### src/tcpq_pkg.sv
`default_nettype none

package tcpq_pkg;

    // Operation codes carried by the kind field.
    localparam logic [1:0] KIND_ADD    = 2'd0;
    localparam logic [1:0] KIND_POP    = 2'd1;
    localparam logic [1:0] KIND_FIND   = 2'd2;
    localparam logic [1:0] KIND_CANCEL = 2'd3;

    // Result status codes.
    localparam logic [2:0] STATUS_OK       = 3'd0;
    localparam logic [2:0] STATUS_EMPTY    = 3'd1;
    localparam logic [2:0] STATUS_FULL     = 3'd2;
    localparam logic [2:0] STATUS_NOTFOUND = 3'd3;
    localparam logic [2:0] STATUS_BADPOS   = 3'd4;

    // Reset value of the max_entries register.
    localparam logic [7:0] MAX_ENTRIES_RESET = 8'd100;

    // Result item as held in the output register.
    typedef struct packed {
        logic [2:0] status;
        logic [7:0] found_position;
        logic [7:0] entry_count;
        logic [7:0] priority_count;
        logic       out_priority;
    } tcpq_res_t;

endpackage

`default_nettype wire

### src/two_class_priority_queue_unit.sv
`default_nettype none

// Channel   Direction  Handshake              Payload
// s_        in         s_valid / s_ready      s_kind, s_entry_tag, s_entry_priority, s_position
// m_        out        m_valid / m_ready      m_status, m_out_tag, m_out_priority,
//                                             m_found_position, m_entry_count, m_priority_count
// cfg_      in         cfg_valid / cfg_ready  cfg_data (max_entries)
//
// An item that needs no entry moved (refused add, add at the tail, empty pop, cancel or
// find, bad position) goes straight to the finishing state, which loads its result into
// the output register once that register is free.
// Add in front of others, pop and cancel stream the moved entries through the one RAM,
// one entry read at a time; an add in front writes its own entry last.
// Find reads from the head and stops at the first match or after the last entry.
// A new item is taken only while the sequencer is idle, not while one is in progress.
// Reset is synchronous and active low; the RAM content is not cleared and needs no pass.
// A stalled result sits in the output register; the next item may be taken meanwhile.

module two_class_priority_queue_unit #(
    parameter int CAPACITY = 128,
    parameter int TAG_BITS = 16
) (
    input  wire                 aclk,
    input  wire                 aresetn,

    input  wire                 s_valid,
    output logic                s_ready,
    input  wire  [1:0]          s_kind,
    input  wire  [TAG_BITS-1:0] s_entry_tag,
    input  wire                 s_entry_priority,
    input  wire  [7:0]          s_position,

    output logic                m_valid,
    input  wire                 m_ready,
    output logic [2:0]          m_status,
    output logic [TAG_BITS-1:0] m_out_tag,
    output logic                m_out_priority,
    output logic [7:0]          m_found_position,
    output logic [7:0]          m_entry_count,
    output logic [7:0]          m_priority_count,

    input  wire                 cfg_valid,
    output logic                cfg_ready,
    input  wire  [7:0]          cfg_data
);

    localparam int IDX_W = $clog2(CAPACITY);
    localparam int CNT_W = $clog2(CAPACITY + 1);
    localparam int CMP_W = (CNT_W > 8) ? CNT_W : 8;
    localparam int ENT_W = TAG_BITS + 1;

    // Sequencer states.
    localparam logic [1:0] S_IDLE = 2'd0;
    localparam logic [1:0] S_RUN  = 2'd1;
    localparam logic [1:0] S_FILL = 2'd2;
    localparam logic [1:0] S_DONE = 2'd3;

    logic [1:0]          state_reg, state_next;
    logic [7:0]          max_entries_reg;
    logic [CNT_W-1:0]    occ_reg, occ_next;
    logic [CNT_W-1:0]    pocc_reg, pocc_next;

    // Operation context held while the sequencer runs.
    logic [1:0]          op_reg, op_next;
    logic [TAG_BITS-1:0] tag_reg, tag_next;
    logic                prio_reg, prio_next;
    logic [IDX_W-1:0]    at_reg, at_next;      // insert slot, or slot being removed
    logic [IDX_W-1:0]    last_reg, last_next;  // last slot to read
    logic [IDX_W-1:0]    ptr_reg, ptr_next;    // next read address
    logic                issue_reg, issue_next;
    logic                pend_reg, pend_next;  // read data returns this cycle
    logic [IDX_W-1:0]    pidx_reg, pidx_next;  // slot of the returning data
    logic                rmp_reg, rmp_next;    // priority mark of the removed entry

    tcpq_pkg::tcpq_res_t res_reg, res_next;
    logic [TAG_BITS-1:0] rtag_reg, rtag_next;

    logic                m_valid_reg, m_valid_next;
    tcpq_pkg::tcpq_res_t mres_reg, mres_next;
    logic [TAG_BITS-1:0] mtag_reg, mtag_next;

    logic                wr_en, rd_en;
    logic [IDX_W-1:0]    wr_addr, rd_addr;
    logic [ENT_W-1:0]    wr_data, rd_data;

    logic [CMP_W-1:0]    occ_w, pos_w;
    logic                full_c, rm_prio_c;
    logic [IDX_W-1:0]    occ_m1;
    logic [IDX_W:0]      fpos_c;

    tcpq_ram #(
        .WIDTH(ENT_W),
        .DEPTH(CAPACITY)
    ) u_ram (
        .aclk    (aclk),
        .wr_en   (wr_en),
        .wr_addr (wr_addr),
        .wr_data (wr_data),
        .rd_en   (rd_en),
        .rd_addr (rd_addr),
        .rd_data (rd_data)
    );

    assign occ_w   = CMP_W'(occ_reg);
    assign pos_w   = CMP_W'(s_position);
    assign occ_m1  = IDX_W'(occ_reg - CNT_W'(1));
    assign full_c  = (occ_w >= CMP_W'(max_entries_reg)) || (occ_w >= CMP_W'(CAPACITY));
    assign rm_prio_c = (pidx_reg == at_reg) ? rd_data[TAG_BITS] : rmp_reg;
    assign fpos_c  = {1'b0, pidx_reg} + {{IDX_W{1'b0}}, 1'b1};

    assign s_ready   = (state_reg == S_IDLE);
    assign cfg_ready = 1'b1;

    always_comb begin
        state_next   = state_reg;
        occ_next     = occ_reg;
        pocc_next    = pocc_reg;
        op_next      = op_reg;
        tag_next     = tag_reg;
        prio_next    = prio_reg;
        at_next      = at_reg;
        last_next    = last_reg;
        ptr_next     = ptr_reg;
        issue_next   = issue_reg;
        pend_next    = 1'b0;
        pidx_next    = pidx_reg;
        rmp_next     = rmp_reg;
        res_next     = res_reg;
        rtag_next    = rtag_reg;
        m_valid_next = m_valid_reg;
        mres_next    = mres_reg;
        mtag_next    = mtag_reg;
        wr_en        = 1'b0;
        wr_addr      = at_reg;
        wr_data      = {prio_reg, tag_reg};
        rd_en        = 1'b0;
        rd_addr      = ptr_reg;

        if (m_valid_reg && m_ready) begin
            m_valid_next = 1'b0;
        end

        unique case (state_reg)
            S_IDLE: begin
                if (s_valid) begin
                    op_next    = s_kind;
                    tag_next   = s_entry_tag;
                    prio_next  = s_entry_priority;
                    issue_next = 1'b0;
                    res_next   = '0;
                    rtag_next  = '0;
                    state_next = S_DONE;
                    unique case (s_kind)
                        tcpq_pkg::KIND_ADD: begin
                            if (full_c) begin
                                res_next.status = tcpq_pkg::STATUS_FULL;
                            end else if (!s_entry_priority || pocc_reg == occ_reg) begin
                                // Goes at the tail: no entry moves.
                                wr_en     = 1'b1;
                                wr_addr   = IDX_W'(occ_reg);
                                wr_data   = {s_entry_priority, s_entry_tag};
                                occ_next  = occ_reg + CNT_W'(1);
                                if (s_entry_priority) begin
                                    pocc_next = pocc_reg + CNT_W'(1);
                                end
                            end else begin
                                at_next    = IDX_W'(pocc_reg);
                                last_next  = IDX_W'(pocc_reg);
                                ptr_next   = occ_m1;
                                issue_next = 1'b1;
                                state_next = S_RUN;
                            end
                        end
                        tcpq_pkg::KIND_FIND: begin
                            if (occ_reg == '0) begin
                                res_next.status = tcpq_pkg::STATUS_NOTFOUND;
                            end else begin
                                ptr_next   = '0;
                                last_next  = occ_m1;
                                issue_next = 1'b1;
                                state_next = S_RUN;
                            end
                        end
                        default: begin
                            if (occ_reg == '0) begin
                                res_next.status = tcpq_pkg::STATUS_EMPTY;
                            end else if (s_kind == tcpq_pkg::KIND_CANCEL &&
                                         (pos_w == '0 || pos_w > occ_w)) begin
                                res_next.status = tcpq_pkg::STATUS_BADPOS;
                            end else begin
                                if (s_kind == tcpq_pkg::KIND_POP) begin
                                    at_next = '0;
                                end else begin
                                    at_next = IDX_W'(pos_w - CMP_W'(1));
                                end
                                ptr_next   = at_next;
                                last_next  = occ_m1;
                                issue_next = 1'b1;
                                state_next = S_RUN;
                            end
                        end
                    endcase
                end
            end

            S_RUN: begin
                if (issue_reg) begin
                    rd_en     = 1'b1;
                    rd_addr   = ptr_reg;
                    pend_next = 1'b1;
                    pidx_next = ptr_reg;
                    if (ptr_reg == last_reg) begin
                        issue_next = 1'b0;
                    end else if (op_reg == tcpq_pkg::KIND_ADD) begin
                        ptr_next = ptr_reg - IDX_W'(1);
                    end else begin
                        ptr_next = ptr_reg + IDX_W'(1);
                    end
                end
                if (pend_reg) begin
                    unique case (op_reg)
                        tcpq_pkg::KIND_ADD: begin
                            // Move one slot toward the tail, from the tail down.
                            wr_en   = 1'b1;
                            wr_addr = pidx_reg + IDX_W'(1);
                            wr_data = rd_data;
                            if (pidx_reg == at_reg) begin
                                state_next = S_FILL;
                            end
                        end
                        tcpq_pkg::KIND_FIND: begin
                            if (rd_data[TAG_BITS-1:0] == tag_reg) begin
                                res_next.status         = tcpq_pkg::STATUS_OK;
                                res_next.found_position = 8'(fpos_c);
                                issue_next = 1'b0;
                                pend_next  = 1'b0;
                                state_next = S_DONE;
                            end else if (pidx_reg == last_reg) begin
                                res_next.status = tcpq_pkg::STATUS_NOTFOUND;
                                state_next      = S_DONE;
                            end
                        end
                        default: begin
                            if (pidx_reg == at_reg) begin
                                rmp_next = rd_data[TAG_BITS];
                                if (op_reg == tcpq_pkg::KIND_POP) begin
                                    rtag_next             = rd_data[TAG_BITS-1:0];
                                    res_next.out_priority = rd_data[TAG_BITS];
                                end
                            end else begin
                                // Close the gap: move one slot toward the head.
                                wr_en   = 1'b1;
                                wr_addr = pidx_reg - IDX_W'(1);
                                wr_data = rd_data;
                            end
                            if (pidx_reg == last_reg) begin
                                occ_next = occ_reg - CNT_W'(1);
                                if (rm_prio_c && pocc_reg != '0) begin
                                    pocc_next = pocc_reg - CNT_W'(1);
                                end
                                state_next = S_DONE;
                            end
                        end
                    endcase
                end
            end

            S_FILL: begin
                wr_en     = 1'b1;
                wr_addr   = at_reg;
                wr_data   = {prio_reg, tag_reg};
                occ_next  = occ_reg + CNT_W'(1);
                pocc_next = pocc_reg + CNT_W'(1);
                state_next = S_DONE;
            end

            S_DONE: begin
                if (!m_valid_reg || m_ready) begin
                    mres_next                = res_reg;
                    mres_next.entry_count    = 8'(occ_reg);
                    mres_next.priority_count = 8'(pocc_reg);
                    mtag_next                = rtag_reg;
                    m_valid_next             = 1'b1;
                    state_next               = S_IDLE;
                end
            end

            default: begin
                state_next = S_IDLE;
            end
        endcase
    end

    always_ff @(posedge aclk) begin
        if (!aresetn) begin
            state_reg       <= S_IDLE;
            occ_reg         <= '0;
            pocc_reg        <= '0;
            issue_reg       <= 1'b0;
            pend_reg        <= 1'b0;
            m_valid_reg     <= 1'b0;
            max_entries_reg <= tcpq_pkg::MAX_ENTRIES_RESET;
        end else begin
            state_reg   <= state_next;
            occ_reg     <= occ_next;
            pocc_reg    <= pocc_next;
            issue_reg   <= issue_next;
            pend_reg    <= pend_next;
            m_valid_reg <= m_valid_next;
            if (cfg_valid) begin
                max_entries_reg <= cfg_data;
            end
        end
    end

    always_ff @(posedge aclk) begin
        op_reg   <= op_next;
        tag_reg  <= tag_next;
        prio_reg <= prio_next;
        at_reg   <= at_next;
        last_reg <= last_next;
        ptr_reg  <= ptr_next;
        pidx_reg <= pidx_next;
        rmp_reg  <= rmp_next;
        res_reg  <= res_next;
        rtag_reg <= rtag_next;
        mres_reg <= mres_next;
        mtag_reg <= mtag_next;
    end

    assign m_valid          = m_valid_reg;
    assign m_status         = mres_reg.status;
    assign m_out_tag        = mtag_reg;
    assign m_out_priority   = mres_reg.out_priority;
    assign m_found_position = mres_reg.found_position;
    assign m_entry_count    = mres_reg.entry_count;
    assign m_priority_count = mres_reg.priority_count;

    // The entry count never passes the RAM depth.
    a_occ_cap: assert property (@(posedge aclk) disable iff (!aresetn)
        CNT_W'(occ_reg) <= CNT_W'(CAPACITY))
        else $error("entry count above capacity");

    // Priority entries are a subset of all entries.
    a_pocc_le: assert property (@(posedge aclk) disable iff (!aresetn)
        pocc_reg <= occ_reg)
        else $error("priority count above entry count");

    // Read data is only expected while the sequencer runs.
    a_pend_run: assert property (@(posedge aclk) disable iff (!aresetn)
        pend_reg |-> state_reg == S_RUN)
        else $error("read return outside run state");

    // A new result is only loaded from the finishing state.
    a_mload: assert property (@(posedge aclk) disable iff (!aresetn)
        $rose(m_valid_reg) |-> $past(state_reg == S_DONE))
        else $error("result loaded outside finishing state");

endmodule

`default_nettype wire

### src/tcpq_ram.sv
`default_nettype none

module tcpq_ram #(
    parameter int WIDTH = 17,
    parameter int DEPTH = 128
) (
    input  wire                          aclk,
    input  wire                          wr_en,
    input  wire  [$clog2(DEPTH)-1:0]     wr_addr,
    input  wire  [WIDTH-1:0]             wr_data,
    input  wire                          rd_en,
    input  wire  [$clog2(DEPTH)-1:0]     rd_addr,
    output logic [WIDTH-1:0]             rd_data
);

    logic [WIDTH-1:0] mem [DEPTH];

    always_ff @(posedge aclk) begin
        if (wr_en) begin
            mem[wr_addr] <= wr_data;
        end
        if (rd_en) begin
            rd_data <= mem[rd_addr];
        end
    end

endmodule

`default_nettype wire
### config.mk
export PLATFORM = sky130hd
export DESIGN_NAME = two_class_priority_queue_unit
export DESIGN_NICKNAME = d
export VERILOG_FILES = /design/src/tcpq_pkg.sv /design/src/two_class_priority_queue_unit.sv /design/src/tcpq_ram.sv
export SDC_FILE = /design/constraint.sdc
export NUM_CORES = 2
export LEC_CHECK = 0
export BUFFER_PORTS_ARGS = -buffer_cell sky130_fd_sc_hd__buf_2
export CAP_MARGIN = 20
export CORE_AREA = 2 2 334 468
export CTS_BUF_LIST = sky130_fd_sc_hd__clkbuf_4 sky130_fd_sc_hd__clkbuf_8 sky130_fd_sc_hd__clkbuf_16
export CTS_CLUSTER_SIZE = 8
export DETAILED_ROUTE_END_ITERATION = 6
export DIE_AREA = 0 0 336 470
export GPL_TIMING_DRIVEN = 0
export PLACE_DENSITY = 0.76
export REMOVE_ABC_BUFFERS = 1
export SLEW_MARGIN = 20
export SYNTH_ARGS = -nofsm -noshare
export SYNTH_HDL_FRONTEND = slang
export SYNTH_SLANG_ARGS = --single-unit
### constraint.sdc
create_clock -name aclk -period 13.6 [get_ports aclk]
set_clock_uncertainty 0.1 [all_clocks]
set_input_delay 0.68 -clock aclk [delete_from_list [all_inputs] [get_ports aclk]]
set_output_delay 0.68 -clock aclk [all_outputs]
set_load 0.05 [all_outputs]
[Word level (Yosys, flattened, before mapping)]
Memory sizes are Yosys's and may differ from the RTL's. A register that Yosys moved wholly into a read port is not among the register bits.
Cells that the tools add are included.
Storage, ports and cells
  register bits: 149
  RAM bits: 2176
  input bits: 40
  output and inout port bits: 47
  word-level logic and storage cells: 238
  memories kept: 1
Memory list
  u_ram.mem: depth 128, bits a word 17, read ports 1, clocked after memory_dff 1, wr ports 1, line tcpq_ram.sv:16  | logic [WIDTH-1:0] mem [DEPTH];
Operators by class
  $add $sub $neg: 10
  order comparisons: 3
  eq/ne operators: 42
  mux-type cells: 122
  bitwise gates (word level): 2
  reductions and logical operators: 33
Operator list (count)
  $mux W7: 21
  $mux W8: 17
  $mux W17: 6
  $pmux W7 S2: 6
  $mux W16: 5
  $pmux W17 S2: 2
  $pmux W8 S3: 2
  $mux W1: 32
  $pmux W16 S2: 1
  $ne A2 B2 Y1 const B: 15
  $mux W28: 1
  $mux W2: 13
  $mux W11: 2
  $pmux W11 S2: 1
  $eq A7 B7 Y1: 3
  $sub A7 B1 Y7 const B: 3
  $add A8 B1 Y8 const B: 2
  $eq A16 B16 Y1: 1
  $logic_not A8 Y1: 2
  $sub A8 B1 Y8 const B: 2
  $ne A3 B3 Y1 const B: 5
  $add A7 B1 Y7 const B: 2
  $reduce_and A7 Y1: 2
  $mux W3: 4
  other kinds (33): 62

[Logic depth before layout (Yosys ltp)]
  word-level depth: 9
  depth in mapped cells: 15
  depth with buffers taken out: 11

[Hierarchy]
Synthesis repeated with hierarchy kept, for this count alone.
Second synthesis, totals
  cell total of the unflattened synthesis: 4029
  area, all modules: 91667.9 sq um
Modules (own cells, without submodules)
  tcpq_ram: instances 1, cells an instance 3268, area an instance 83566.4 sq um
  two_class_priority_queue_unit: instances 1, cells an instance 761, area an instance 8101.5 sq um

[Worst setup path before layout]
Ideal clock, no wire load.
  path kind: register -> register
  from: register occ_reg[5]
  to: memory u_ram.mem[0][0] (data pin)
  data arrival time: 3738 ps
  data required time: 13015 ps
  setup slack: 9277 ps
  stages on the path, launching flop included: 10
  period minus slack after synthesis: 4323 ps
  cells stage by stage: dfxtp_1 -> ha_1 -> and3_1 -> a221o_1 -> a211oi_2 -> nand3_4 -> nor2_1 -> clkbuf_1 -> a222oi_1 -> inv_1
Between the ends
  longest elaborated chain between the ends: 7
  elaborated cells on any way between the ends: 10
  classes of those cells: order compare (2); eq/ne (1); mux (5); reduce/logical (2)
Ends and longest elaborated chain
  from (decl): line two_class_priority_queue_unit.sv:60  | logic [CNT_W-1:0] occ_reg, occ_next;
  from (signal assigned): line two_class_priority_queue_unit.sv:305  | occ_reg <= occ_next;
  branches (longest 3 deep; another with $ge A8 B8 Y1)
  $mux W17 *: line two_class_priority_queue_unit.sv:155  | if (full_c) begin
  $mux W17 *: line two_class_priority_queue_unit.sv:153  | unique case (s_kind)
  $mux W17 *: line two_class_priority_queue_unit.sv:145  | if (s_valid) begin
  $pmux W17 S2 *: line two_class_priority_queue_unit.sv:143  | unique case (state_reg)
  net u_ram.wr_data[0]: line tcpq_ram.sv:10  | input wire [WIDTH-1:0] wr_data,
  to (decl): line tcpq_ram.sv:16
Mark *: on every way through the listed nets, which the timed path passes.

[Final worst setup path]
  from: register state_reg[0]
  to: memory u_ram.mem[48][6], enable pin
Between the ends
  longest elaborated chain between the ends: 4
  elaborated cells on any way between the ends: 7
  classes of those cells: eq/ne (2); mux (4); reduce/logical (1)
Ends and longest elaborated chain
  from (decl): line two_class_priority_queue_unit.sv:58  | logic [1:0] state_reg, state_next;
  from (signal assigned): line two_class_priority_queue_unit.sv:304  | state_reg <= state_next;
  $eq A2 B2 Y1, or another cell as far along: line two_class_priority_queue_unit.sv:143
  $pmux W1 S3: line two_class_priority_queue_unit.sv:143
  $mux W1: line tcpq_ram.sv:19  | if (wr_en) begin
  $mux W1 (implied by the code): line tcpq_ram.sv:20  | mem[wr_addr] <= wr_data;
Parallel ways exist; a longest one is shown, timed or not.

==> results.sh <==
export IMPL_setup_viol=0
export IMPL_ys_flop_type="edfxtp_1"
export IMPL_place_gp_congestion=0.8719
export IMPL_rr_startpoint="state_reg[0]"
export IMPL_tightestPinTransition_ps=1234
export IMPL_crit_path_start_kind="register"
export IMPL_dpl_hpwl_mm=131.0
export IMPL_dr_pass1_iters=7
export IMPL_cts_buffers=342
export IMPL_async_reset_ff_share_pct=0
export IMPL_viasPerCell=7.145
export IMPL_power_frac_seq_pct=45.1
export IMPL_rows=171
export IMPL_end_kind="register"
export IMPL_fin_crit_ps=7114
export IMPL_antenna_left=0
export IMPL_core_um2=154300
export IMPL_critPathCapture="u_ram.mem[48][6]"
export IMPL_cellInternalPower_w=0.01397
export IMPL_utilization_pct=69.80
export IMPL_post_cts_resized=0
export IMPL_layout_commonest_cell="edfxtp_1"
export IMPL_holdCritPathClass="primary input to register"
export IMPL_r2r_cells=8
export IMPL_hold_viol_final=0
export IMPL_grt_max_degree=66
export IMPL_total_power_w=0.01862
export IMPL_clk_pin_slew_worst_paths_ps=50
export IMPL_postCtsSetupBuffers=0
export IMPL_grt_pass1_vias=49252
export IMPL_nets=4553
export IMPL_irDropWorstVdd_v=0.0001152
export IMPL_antenna_found_initial=16
export IMPL_clkLatencyLatePin_ps=930
export IMPL_switching_share_pct=24.98
export IMPL_rrSetupSlack_ps=6490
export IMPL_cts_tree="yes"
export IMPL_clock_fmax_mhz=140.6
export IMPL_grt_remaining_overflow=0
export IMPL_remaining_drc_errors=0
export IMPL_synth_cells=4016
export IMPL_pwr_share_clk_pct=40.2
export IMPL_p_comb_share_pct=14.7
export IMPL_powerDensity_nw_per_um2=173.0
export IMPL_critPathRequiredTime_ps=14030
export IMPL_die_y_um=470
export IMPL_hp_start="aresetn"
export IMPL_startpoint="state_reg[0]"
export IMPL_rsz0062_at_grt="no"
export IMPL_max_slew_margin_pct=17.72
export IMPL_start_util_pct=59.48
export IMPL_synth_warnings=0
export IMPL_drv_slew=0
export IMPL_cts_sinks=2342
export IMPL_areaGrowthSynthToFinish_pct=17.35
export IMPL_hold_buffers=30
export IMPL_final_cell_mix="edfxtp_1 (2313), mux4_2 (714), clkbuf_16 (346)"
export IMPL_regMostFlops="u_ram.mem"
export IMPL_ys_seq_area_share_pct=76.33
export IMPL_cts_root_buffer="clkbuf_16"
export IMPL_track_usage_pct=31.66
export IMPL_grt_pass1_wl_mm=354.6
export IMPL_port_buffer_count=85
export IMPL_p_switching_w=0.004652
export IMPL_cts_htree_levels=5
export IMPL_ioPinCount=87
export IMPL_largest_reg_flops=2176
export IMPL_synth_cell_type_count=73
export IMPL_dieArea_um2=157900
export IMPL_fp_dieW_um=336
export IMPL_leakagePower_nw=34.20
export IMPL_synth_edf_count=2313
export IMPL_outcome="finished, final reports clean"
export IMPL_cts_buffer_depth=4
export IMPL_syn_mean_instance_area_um2=22.85
export IMPL_worstSetupPathType="register to register"
export IMPL_initialDrtViolationCount=7169
export IMPL_ys_ff_latch=2342
export IMPL_finalWirelength_mm=249.0
export IMPL_r2r_end="u_ram.mem[48][6]"
export IMPL_period_share_pct=52.31
export IMPL_drt_wirelength_per_cell_um=37.75
export IMPL_crit_fanout=52
export IMPL_stdcell_count=6595
export IMPL_hold_depth=2
export IMPL_cap_violations=0
export IMPL_reg_top3="u_ram.mem (2176), u_ram.rd_data (17)"
export IMPL_syn_area_um2=91750
export IMPL_final_layout_size_suffix_gt1_share_pct=35.41
export IMPL_dp_cells=6181
export IMPL_cp_arrival_ps=7540
export IMPL_vias=47118
[worst min-delay path by stage]
| stage | to |
|---|---|
| 3_5_place_dp | m_out_tag[10] |
| 5_1_grt | pend_reg |
| 3_3_place_gp | m_out_tag[9] |
| 4_1_cts | m_valid |
| 2_1_floorplan | m_found_position[0] |
| 6_report | pend_reg |
[power by group through the flow]
stage | Combinational [W] | Sequential, W | Clock [W]
global route | 0.00280 | 0.00840 | 0.00774
floorplan | 0.00214 | 0.00879 | 0
CTS | 0.00267 | 0.00840 | 0.00747
detailed placement | 0.00256 | 0.00853 | 0
global placement | 0.00324 | 0.00900 | 0
finish | 0.00273 | 0.00840 | 0.00749
[metal layers]
layer | up-vias | GRT usage [%] | share of wire (%)
met1 | 24585 | 39.48 | 33
met3 | 842 | 5.990 | 9.4
met2 | 3886 | 53.37 | 51
met5 | - | 0 | 0.019
met4 | 8 | 16.10 | 6.2
li1 | 17797 | - | -
[critical path, cell delays in order (launching register included)]
cell and delay [ps]:
dfxtp_1 740, nand2b_1 810, inv_2 1030, nand2_1 470, a221o_1 410, o211ai_1 490
nor2b_1 720, nand3_1 920, nor2_4 990
[layout make-up]
class                      count  area, um^2
multi-input combinational   1406       21400
sequential                  2342       70040
clock buffer                 370        8838
antenna                        3       7.507
fill                        8138       46590
clock inverter                11       128.9
inverter                      51       226.5
tap                         2076        2597
timing repair buffer         336        4436
[synth_stat cells (19+ instances only)]
cell | instances | area (um^2)
xor2_1 | 30 | 262.8
nand2_1 | 50 | 187.7
ha_1 | 32 | 400.4
inv_1 | 50 | 187.7
nor2_1 | 192 | 720.7
a21oi_1 | 40 | 200.2
xnor2_1 | 53 | 464.2
and2_1 | 21 | 131.4
mux4_2 | 714 | 16080
o21ai_0 | 19 | 95.09
clkbuf_1 | 118 | 442.9
nand3_1 | 23 | 115.1
buf_2 | 68 | 340.3
dfxtp_1 | 29 | 580.6
buf_1 | 24 | 90.09
nor3_1 | 19 | 95.09
edfxtp_1 | 2313 | 69460
[through the flow]
step | instance area (um^2) | setup TNS, ps | hold slack [ps] | worst slack, ps
CTS | 107700 | 0 | 2.631 | 6959
detailed placement | 98390 | 0 | 304.5 | 7220
global route | 107700 | 0 | 36.13 | 6538
global placement | 93850 | -617970 | 305.7 | -20230
floorplan | 90830 | -293360 | 300.3 | -10090
finish | 107700 | 0 | 52.66 | 6486
[kinds of logic (layout without fill, tap and decap cells)]
logic type               after synthesis  in the layout  synth area share (%)
AO/OA/AOI/OAI                        157            157                 1.241
XOR/XNOR                              83             83                0.7923
adder cells (fa/ha/maj)               34             34                0.4800
buffers and inverters                268            768                 1.215
flip-flops                          2342           2342                 76.33
multiplexers                         750            750                 17.95
other                                  1              4              0.004087
AND/OR/NAND/NOR                      381            381                 1.986
Power figures use the tool's default switching activity.
